--- src/design/rtu_pkg.sv ---
// shared types and constants of the rank transform unit
// no dependencies
package rtu_pkg;

    localparam int VALUE_W = 32;
    localparam int RANK_W  = 6;

    // controller states
    typedef enum logic [2:0] {
        ST_LOAD,
        ST_KEY,
        ST_SCAN,
        ST_DRAIN,
        ST_EMIT
    } state_t;

    // commands from controller to datapath
    typedef struct packed {
        logic load;
        logic key;
        logic scan;
        logic emit;
    } cmd_t;

    // status from datapath to controller
    typedef struct packed {
        logic scan_last;
        logic elem_last;
        logic out_free;
    } sts_t;

endpackage

--- src/design/rtu_ctrl.sv ---
// controller state machine of the rank transform unit
// depends on rtu_pkg
module rtu_ctrl (
    input  logic         clk,
    input  logic         rst_n,
    input  logic         in_valid,
    input  logic         final_element,
    input  rtu_pkg::sts_t sts,
    output logic         in_ready,
    output rtu_pkg::cmd_t cmd
);
    import rtu_pkg::*;

    state_t state_reg;
    state_t state_next;

    // state register
    always_ff @(posedge clk or negedge rst_n)
    begin
        if (!rst_n)
        begin
            state_reg <= ST_LOAD;
        end
        else
        begin
            state_reg <= state_next;
        end
    end

    // next state
    always_comb
    begin
        state_next = state_reg;
        unique case (state_reg)
            ST_LOAD:
            begin
                if (in_valid && final_element)
                begin
                    state_next = ST_KEY;
                end
            end
            ST_KEY:
            begin
                state_next = ST_SCAN;
            end
            ST_SCAN:
            begin
                if (sts.scan_last)
                begin
                    state_next = ST_DRAIN;
                end
            end
            ST_DRAIN:
            begin
                state_next = ST_EMIT;
            end
            ST_EMIT:
            begin
                if (sts.out_free)
                begin
                    state_next = sts.elem_last ? ST_LOAD : ST_KEY;
                end
            end
            default:
            begin
                state_next = ST_LOAD;
            end
        endcase
    end

    // outputs
    always_comb
    begin
        in_ready = 1'b0;
        cmd      = '0;
        unique case (state_reg)
            ST_LOAD:
            begin
                in_ready = 1'b1;
                cmd.load = in_valid;
            end
            ST_KEY:
            begin
                cmd.key = 1'b1;
            end
            ST_SCAN:
            begin
                cmd.scan = 1'b1;
            end
            ST_DRAIN:
            begin
                cmd = '0;
            end
            ST_EMIT:
            begin
                cmd.emit = sts.out_free;
            end
            default:
            begin
                cmd = '0;
            end
        endcase
    end

endmodule

--- src/design/rtu_datapath.sv ---
// datapath of the rank transform unit: value store, scan counters,
// compare-and-count unit and output register; depends on rtu_pkg
module rtu_datapath #(
    parameter int MAX_ELEMENTS = 64
) (
    input  logic                               clk,
    input  logic                               rst_n,
    input  rtu_pkg::cmd_t                      cmd,
    output rtu_pkg::sts_t                      sts,
    input  logic signed [rtu_pkg::VALUE_W-1:0] element_value,
    output logic                               out_valid,
    input  logic                               out_ready,
    output logic        [rtu_pkg::RANK_W-1:0]  rank,
    output logic        [rtu_pkg::RANK_W-1:0]  position,
    output logic                               last_rank,
    output logic                               overflow
);
    import rtu_pkg::*;

    localparam int AW    = (MAX_ELEMENTS > 1) ? $clog2(MAX_ELEMENTS) : 1;
    localparam int CNT_W = $clog2(MAX_ELEMENTS + 1);
    localparam int RW    = (CNT_W > RANK_W) ? CNT_W : RANK_W;

    // value store, one write port and two registered read ports
    logic signed [VALUE_W-1:0] mem [MAX_ELEMENTS];
    logic signed [VALUE_W-1:0] key_reg;
    logic signed [VALUE_W-1:0] scan_data_reg;

    logic [CNT_W-1:0] count_reg;
    logic             dropped_reg;
    logic [AW-1:0]    elem_idx_reg;
    logic [AW-1:0]    scan_idx_reg;
    logic [CNT_W-1:0] smaller_reg;
    logic             cmp_en_reg;
    logic             out_valid_reg;
    logic [RANK_W-1:0] rank_reg;
    logic [RANK_W-1:0] position_reg;
    logic             last_reg;
    logic             overflow_reg;

    logic             store_full;
    logic [RW-1:0]    rank_ext;
    logic [RW-1:0]    pos_ext;

    assign store_full = (count_reg >= CNT_W'(MAX_ELEMENTS));

    // status back to the controller
    assign sts.scan_last = ((CNT_W'(scan_idx_reg) + CNT_W'(1)) == count_reg);
    assign sts.elem_last = ((CNT_W'(elem_idx_reg) + CNT_W'(1)) == count_reg);
    assign sts.out_free  = !out_valid_reg || out_ready;

    // store write and read ports
    always_ff @(posedge clk)
    begin
        if (cmd.load && !store_full)
        begin
            mem[count_reg[AW-1:0]] <= element_value;
        end
        key_reg       <= mem[elem_idx_reg];
        scan_data_reg <= mem[scan_idx_reg];
    end

    // list length and drop flag
    always_ff @(posedge clk or negedge rst_n)
    begin
        if (!rst_n)
        begin
            count_reg   <= '0;
            dropped_reg <= 1'b0;
        end
        else if (cmd.emit && sts.elem_last)
        begin
            count_reg   <= '0;
            dropped_reg <= 1'b0;
        end
        else if (cmd.load)
        begin
            if (store_full)
            begin
                dropped_reg <= 1'b1;
            end
            else
            begin
                count_reg <= count_reg + CNT_W'(1);
            end
        end
    end

    // element and scan indexes, compare-and-count
    always_ff @(posedge clk or negedge rst_n)
    begin
        if (!rst_n)
        begin
            elem_idx_reg <= '0;
            scan_idx_reg <= '0;
            smaller_reg  <= '0;
            cmp_en_reg   <= 1'b0;
        end
        else
        begin
            cmp_en_reg <= cmd.scan;
            if (cmd.key)
            begin
                scan_idx_reg <= '0;
                smaller_reg  <= '0;
            end
            else
            begin
                if (cmd.scan)
                begin
                    scan_idx_reg <= scan_idx_reg + AW'(1);
                end
                if (cmp_en_reg && (scan_data_reg < key_reg))
                begin
                    smaller_reg <= smaller_reg + CNT_W'(1);
                end
            end
            if (cmd.emit)
            begin
                elem_idx_reg <= sts.elem_last ? '0 : elem_idx_reg + AW'(1);
            end
        end
    end

    // output word register
    assign rank_ext = RW'(smaller_reg);
    assign pos_ext  = RW'(elem_idx_reg);

    always_ff @(posedge clk or negedge rst_n)
    begin
        if (!rst_n)
        begin
            out_valid_reg <= 1'b0;
        end
        else if (cmd.emit)
        begin
            out_valid_reg <= 1'b1;
        end
        else if (out_ready)
        begin
            out_valid_reg <= 1'b0;
        end
    end

    always_ff @(posedge clk)
    begin
        if (cmd.emit)
        begin
            rank_reg     <= rank_ext[RANK_W-1:0];
            position_reg <= pos_ext[RANK_W-1:0];
            last_reg     <= sts.elem_last;
            overflow_reg <= dropped_reg;
        end
    end

    assign out_valid = out_valid_reg;
    assign rank      = rank_reg;
    assign position  = position_reg;
    assign last_rank = last_reg;
    assign overflow  = overflow_reg;

endmodule

--- src/design/rank_transform_unit.sv ---
// rank transform unit: loads one word per cycle, then per element counts
// the stored values below it with one comparator sweeping the store.
// after the final word each element in turn has its key read, the store
// swept by the single compare per cycle on the store's second read port
// and its count emitted as a result once the output register is free.
// reset (rst_n, async) empties the list; the store itself is not cleared.
module rank_transform_unit #(
    parameter int MAX_ELEMENTS = 64
) (
    input  logic                               clk,
    input  logic                               rst_n,
    input  logic                               in_valid,
    output logic                               in_ready,
    input  logic signed [rtu_pkg::VALUE_W-1:0] element_value,
    input  logic                               final_element,
    output logic                               out_valid,
    input  logic                               out_ready,
    output logic        [rtu_pkg::RANK_W-1:0]  rank,
    output logic        [rtu_pkg::RANK_W-1:0]  position,
    output logic                               last_rank,
    output logic                               overflow
);
    import rtu_pkg::*;

    cmd_t cmd;
    sts_t sts;

    // sequencer
    rtu_ctrl u_ctrl (
        .clk           (clk),
        .rst_n         (rst_n),
        .in_valid      (in_valid),
        .final_element (final_element),
        .sts           (sts),
        .in_ready      (in_ready),
        .cmd           (cmd)
    );

    // store and compare datapath
    rtu_datapath #(
        .MAX_ELEMENTS (MAX_ELEMENTS)
    ) u_datapath (
        .clk           (clk),
        .rst_n         (rst_n),
        .cmd           (cmd),
        .sts           (sts),
        .element_value (element_value),
        .out_valid     (out_valid),
        .out_ready     (out_ready),
        .rank          (rank),
        .position      (position),
        .last_rank     (last_rank),
        .overflow      (overflow)
    );

endmodule

--- config.mk ---
export PLATFORM = sky130hd
export DESIGN_NAME = rank_transform_unit
export DESIGN_NICKNAME = d
export VERILOG_FILES = /design/src/design/rtu_pkg.sv /design/src/design/rtu_ctrl.sv /design/src/design/rtu_datapath.sv /design/src/design/rank_transform_unit.sv
export SDC_FILE = /design/constraint.sdc
export NUM_CORES = 2
export LEC_CHECK = 0
export BUFFER_PORTS_ARGS = -buffer_cell sky130_fd_sc_hd__buf_4
export CORE_ASPECT_RATIO = 1.75
export CORE_MARGIN = 5
export CORE_UTILIZATION = 30
export DETAILED_ROUTE_END_ITERATION = 7
export GPL_TIMING_DRIVEN = 0
export HOLD_SLACK_MARGIN = 0.02
export SLEW_MARGIN = 10
export SYNTH_ARGS = -nofsm -noshare
export SYNTH_HDL_FRONTEND = slang
export SYNTH_SLANG_ARGS = --single-unit
--- constraint.sdc ---
create_clock -name clk -period 14.6 [get_ports clk]
set_clock_uncertainty 0.05 [all_clocks]
set_input_delay 2.19 -clock clk [delete_from_list [all_inputs] [get_ports clk]]
set_output_delay 2.19 -clock clk [all_outputs]
set_load 0.01 [all_outputs]
## Word-level counts from Yosys, hierarchy flattened

Memory sizes are Yosys's and may differ from the RTL's. A register that Yosys moved wholly into a read port is not among the register bits.
Index checks and enable logic that the tools add are counted.

| storage, ports and cells | value |
|---|---|
| register bits after elaboration | 46 |
| memory bits (writable) | 2048 |
| input bits | 37 |
| output and inout bits | 16 |
| memories | 1 |

Memory list:

| name | depth | width | read ports | clocked after Yosys merged registers in | write ports | line | RTL |
|---|---|---|---|---|---|---|---|
| u_datapath.mem | 64 | 32 | 2 | 2 | 1 | rtu_datapath.sv:25 | `logic signed [VALUE_W-1:0] mem [MAX_ELEMENTS];` |

| cells by class | value |
|---|---|
| add/subtract/negate cells | 6 |
| $lt $le $gt $ge | 2 |
| equality and inequality tests | 10 |
| multiplexer cells | 25 |
| reduce and logical (&&, ||, !) cells | 16 |

Operators by type and width:

| cell | count |
|---|---|
| 2-to-1 mux 7 bit | 5 |
| less-than comparator 32 bit | 1 |
| 2-to-1 mux 6 bit | 3 |
| case mux 3 bit (5 select lines) | 1 |
| adder 6 x 1 -> 7 bit, second input constant | 2 |
| adder 7 x 1 -> 7 bit, second input constant | 2 |
| equality test 7 bit | 2 |
| 2-to-1 mux 1 bit | 13 |
| adder 6 x 1 -> 6 bit, second input constant | 2 |
| nonzero test 2 bit | 5 |
| 2-to-1 mux 3 bit | 3 |
| >= comparator 7 bit, second input constant | 1 |
| equality test 3 x 2 -> 1 bit, second input constant | 2 |
| logical AND 1 bit | 4 |
| inequality test 2 x 1 -> 1 bit, second input constant | 2 |
| inequality test 2 bit, second input constant | 2 |
| AND reduction 2 bit | 2 |
| equality test 3 x 1 -> 1 bit, second input constant | 1 |
| equality test 3 bit, second input constant | 1 |
| logical NOT 3 bit | 1 |
| AND reduction 3 bit | 1 |
| logical NOT 1 bit | 2 |
| logical OR 1 bit | 1 |

## Logic depth before layout (Yosys ltp)

| depth | value |
|---|---|
| depth after elaboration | 6 |
| depth in mapped cells | 10 |
| depth with buffers taken out | 8 |

## Hierarchy

Synthesis repeated with hierarchy kept, for this count alone.

| unflattened totals | value |
|---|---|
| cells, all modules | 5007 |
| area total of the unflattened synthesis | 98774.7 um^2 |

Modules (own cells, without submodules):

| module | times used | cells an instance | area each (um^2) |
|---|---|---|---|
| rtu_datapath | 1 | 4986 | 98575.8 |
| rtu_ctrl | 1 | 21 | 198.9 |

## Worst setup path before layout

No wires, ideal clock.

| timing path | value |
|---|---|
| kind | input-to-reg |
| start point | input port in_valid |
| end point | memory u_datapath.mem[23][0] (enable) |
| arrival time | 5.776 ns |
| path slack | 8.272 ns |
| stages | 4 |
| cell sequence | and3b_1 -> clkbuf_1 -> nand2_1 -> nor4_1 |

| between the ends | value |
|---|---|
| longest elaborated chain between the ends | 4 |

RTL lines:

| what | line | RTL |
|---|---|---|
| from (decl) | rank_transform_unit.sv:12 | `input logic in_valid,` |
| 2-to-1 mux 1 bit | rtu_ctrl.sv:76 | `unique case (state_reg)` |
| logical AND 1 bit | rtu_datapath.sv:55 | `if (cmd.load && !store_full)` |
| 2-to-1 mux 1 bit | rtu_datapath.sv:55 |  |
| 2-to-1 mux 1 bit (not written as such) | rtu_datapath.sv:57 | `mem[count_reg[AW-1:0]] <= element_value;` |
| to (decl) | rtu_datapath.sv:25 |  |

Every way passes these cells.

==> impl_metrics.py <==
metrics = {
    "outcome": {
        "status": "finished with violations",
        "violations": "capacitance limit, slew limit",
    },
    "timing": {
        "rsz0062_at_grt": "false",
        "fin_setup_tns_ns": 0,
        "hold_viol_final": 0,
        "min_period_ns": 5.26,
        "final-setup-viol-count": 0,
        "maxSlewHeadroom": -0.0183,
        "worstMarginPinSlew_ns": 1.53,
        "period_share": 0.360,
        "slew_violations": 22,
        "max_clock_freq_mhz": 190,
    },
    "finish": {
        "final_nets": 4663,
        "multi_input_area_um2": 32900,
        "final_cell_mix": "edfxtp_1, mux4_2, clkbuf_16",
        "final_common_cell": "edfxtp_1",
        "area_growth_pct": 15.3,
        "fillers": 30000,
        "fin_cells": 9065,
        "final-seq-area_um2": 64000,
        "largest_register_ff_count": 2048,
        "drive_above_1_share": 0.432,
    },
    "setup_path": {
        "critPathCaptureType": "register",
        "reg2reg_from": "u_datapath.elem_idx_reg[1]",
        "r2r-end": "u_datapath.key_reg[16]",
        "cp-start-kind": "register",
        "critical_path.endpoint": "u_datapath.key_reg[16]",
        "worstPathArrival_ns": 5.79,
        "path_class": "reg2reg",
        "ff2ff_path_depth": 8,
        "cp.required_ns": 15.13,
        "crit_start": "u_datapath.elem_idx_reg[1]",
        "slowest_stage": "clkbuf_1",
        "cp_slowest_stage_delay_ns": 1.09,
        "path_max_fanout": 10,
        "reg2reg_slack_ns": 9.34,
        "critical_path.cell_chain": "clkbuf_2 -> clkbuf_1 -> buf_2 -> clkbuf_1 -> mux4_2 -> mux4_2 -> mux2i_1 -> o21ai_1",
    },
    "place": {
        "dpl.hpwl_mm": 272,
        "place_congestion": 0.939,
        "numPortBuffers": 52,
        "dp_cells": 8723,
    },
    "logic_synthesis": {
        "synth_area_leader_cell": "edfxtp_1",
        "syn_inst": 4214,
        "synth_ff_type": "edfxtp_1",
        "synth_top_area_share": 0.633,
        "synth-seq-area-share": 0.654,
        "ys_ff_latch": 2157,
        "synth-edff-count": 2062,
        "yosys_warnings": 0,
        "syn-num-nets": 4287,
        "synthArstFlopShare": 0.0144,
        "synth_area_um2": 97900,
        "synth.area.top_cells": "edfxtp_1, mux4_2, dfxtp_1",
        "avgSynthCellArea_um2": 23.2,
        "yosysUniqueCellTypes": 49,
    },
    "grt": {
        "grt_pass1_vias": 55800,
        "grt_max_degree": 65,
        "grt_pass1_wl_mm": 485,
        "grt-ovfl-total": 0,
        "grt_use_met3": 0.0345,
        "use_met2": 0.383,
        "grt_use_met1": 0.201,
        "busiest_layer": "met2",
        "antenna_found_initial": 24,
        "grt_usage": 0.211,
    },
    "drt": {
        "ant_nets": 0,
        "viasPerCell": 5.90,
        "wl_per_cell_um": 40.5,
        "drtPass1Iterations": 5,
        "wl_mm": 367,
        "vias": 53500,
        "drt-initial-drc-count": 6823,
        "drc": 0,
    },
    "pwr": {
        "powerDensity_nw_per_um2": 179,
        "ir_drop_v": 0.000177,
        "p_leak_nw": 33.6,
    },
    "cts": {
        "root_buffer": "clkbuf_16",
        "clock_path_buffers": 4,
        "ctsResizeCount": 0,
        "hold_buffers": 0,
        "clkTransAtPathRegs_ns": 0.08,
        "cts_tree": "built",
        "clock_latency_ns": 0.85,
        "cts_max_level": 4,
        "post-cts-setup-buffer-count": 0,
        "numClockSinks": 2157,
        "cts_made_buffers": 189,
    },
    "floorplanning": {
        "die_w_um": 442,
        "die_area_um2": 338000,
        "rows": 277,
        "pin_count": 53,
        "core_um2": 325000,
        "start_util": 0.301,
        "die_h_um": 766,
    },
    "run": {
        "maxCapViolCount": 2,
    },
    "worst_hold_path": {
        "hold_class": "reg2reg",
    },
}
==> cell usage after synthesis, types with 20 or more instances <==
cell,number
nor2_1,84
mux4_2,1332
inv_1,38
nand2_1,44
mux2i_1,20
ha_1,36
clkbuf_1,182
dfrtp_1,31
o21ai_0,21
dfxtp_1,64
edfxtp_1,2062
buf_1,41
buf_2,88
==> metrics by stage <==
| stage | power [W] | utilization | instance area (µm²) | hold WS (ns) | setup slack (ns) |
|---|---|---|---|---|---|
| floorplan | 0.0118 | - | 97900 | 0.370 | 8.27 |
| global placement | 0.0150 | 0.319 | 104000 | 0.393 | 2.73 |
| detailed placement | 0.0152 | 0.329 | 107000 | 0.416 | 8.66 |
| CTS | 0.0202 | 0.347 | 113000 | 0.432 | 9.50 |
| global route | 0.0206 | 0.347 | 113000 | 0.442 | 9.38 |
| finish | 0.0203 | 0.347 | 113000 | 0.426 | 9.34 |
==> critical path: cells and delay by family, from the launching register on <==
family                 cells  cell delay, ns
AO/OA/AOI/OAI              1            0.39
multiplexers               3            1.32
buffers and inverters      4            2.77
flip-flops                 1            0.40
==> layout make-up <==
cell class              instances  share of cell area
inverters                      39             0.00130
repair buffers                185              0.0264
multi-input cells            1697               0.291
clock inverters                89             0.00722
flip-flops and latches       2157               0.567
clock buffers                 242              0.0458
well taps                    4324              0.0479
plain buffers                 321              0.0132
diodes                         11            0.000244
==> metal layers <==
layer / part of all wire / vias to the layer above / wire length, µm
met3: 0.068 / 1307 / 25000
met2: 0.52 / 3371 / 192000
li1: - / 19600 / -
met1: 0.29 / 29200 / 106000
met4: 0.12 / 18 / 43400
met5: 0.00032 / - / 119
==> how the worst min path moves through the flow <==
stage | from | end | slack, ns | cells after the start
after global routing | u_datapath.dropped_reg | u_datapath.overflow | 0.44 | 0
after floorplan | u_datapath.elem_idx_reg[2] | u_datapath.position[2] | 0.37 | 0
after global placement | u_datapath.dropped_reg | u_datapath.overflow | 0.39 | 0
after detailed placement | u_datapath.dropped_reg | u_datapath.overflow | 0.42 | 0
after CTS | u_datapath.dropped_reg | u_datapath.overflow | 0.43 | 0
final | u_datapath.dropped_reg | u_datapath.overflow | 0.43 | 0
==> power by group <==
part / internal (W) / total [W] / switching, W / leakage [nW]
sequential: 0.00700 / 0.00710 / 0.000109 / 19.5
combinational: 0.00335 / 0.00804 / 0.00470 / 11.2
clock: 0.00276 / 0.00511 / 0.00234 / 2.93
total: 0.0131 / 0.0203 / 0.00715 / 33.6
==> cell families (layout without fill, tap and decap cells) <==
logic type	Yosys count	count (layout)	share of synthesized area
AO/OA/AOI/OAI	71	71	0.00464
multiplexers	1361	1361	0.310
buffers and inverters	360	876	0.0155
AND/OR/NAND/NOR	203	203	0.00964
other	0	11	0
XOR/XNOR	26	26	0.00233
flip-flops	2157	2157	0.654
adder cells (fa/ha/maj)	36	36	0.00460
No activity file was read; power rests on OpenSTA's default activity.
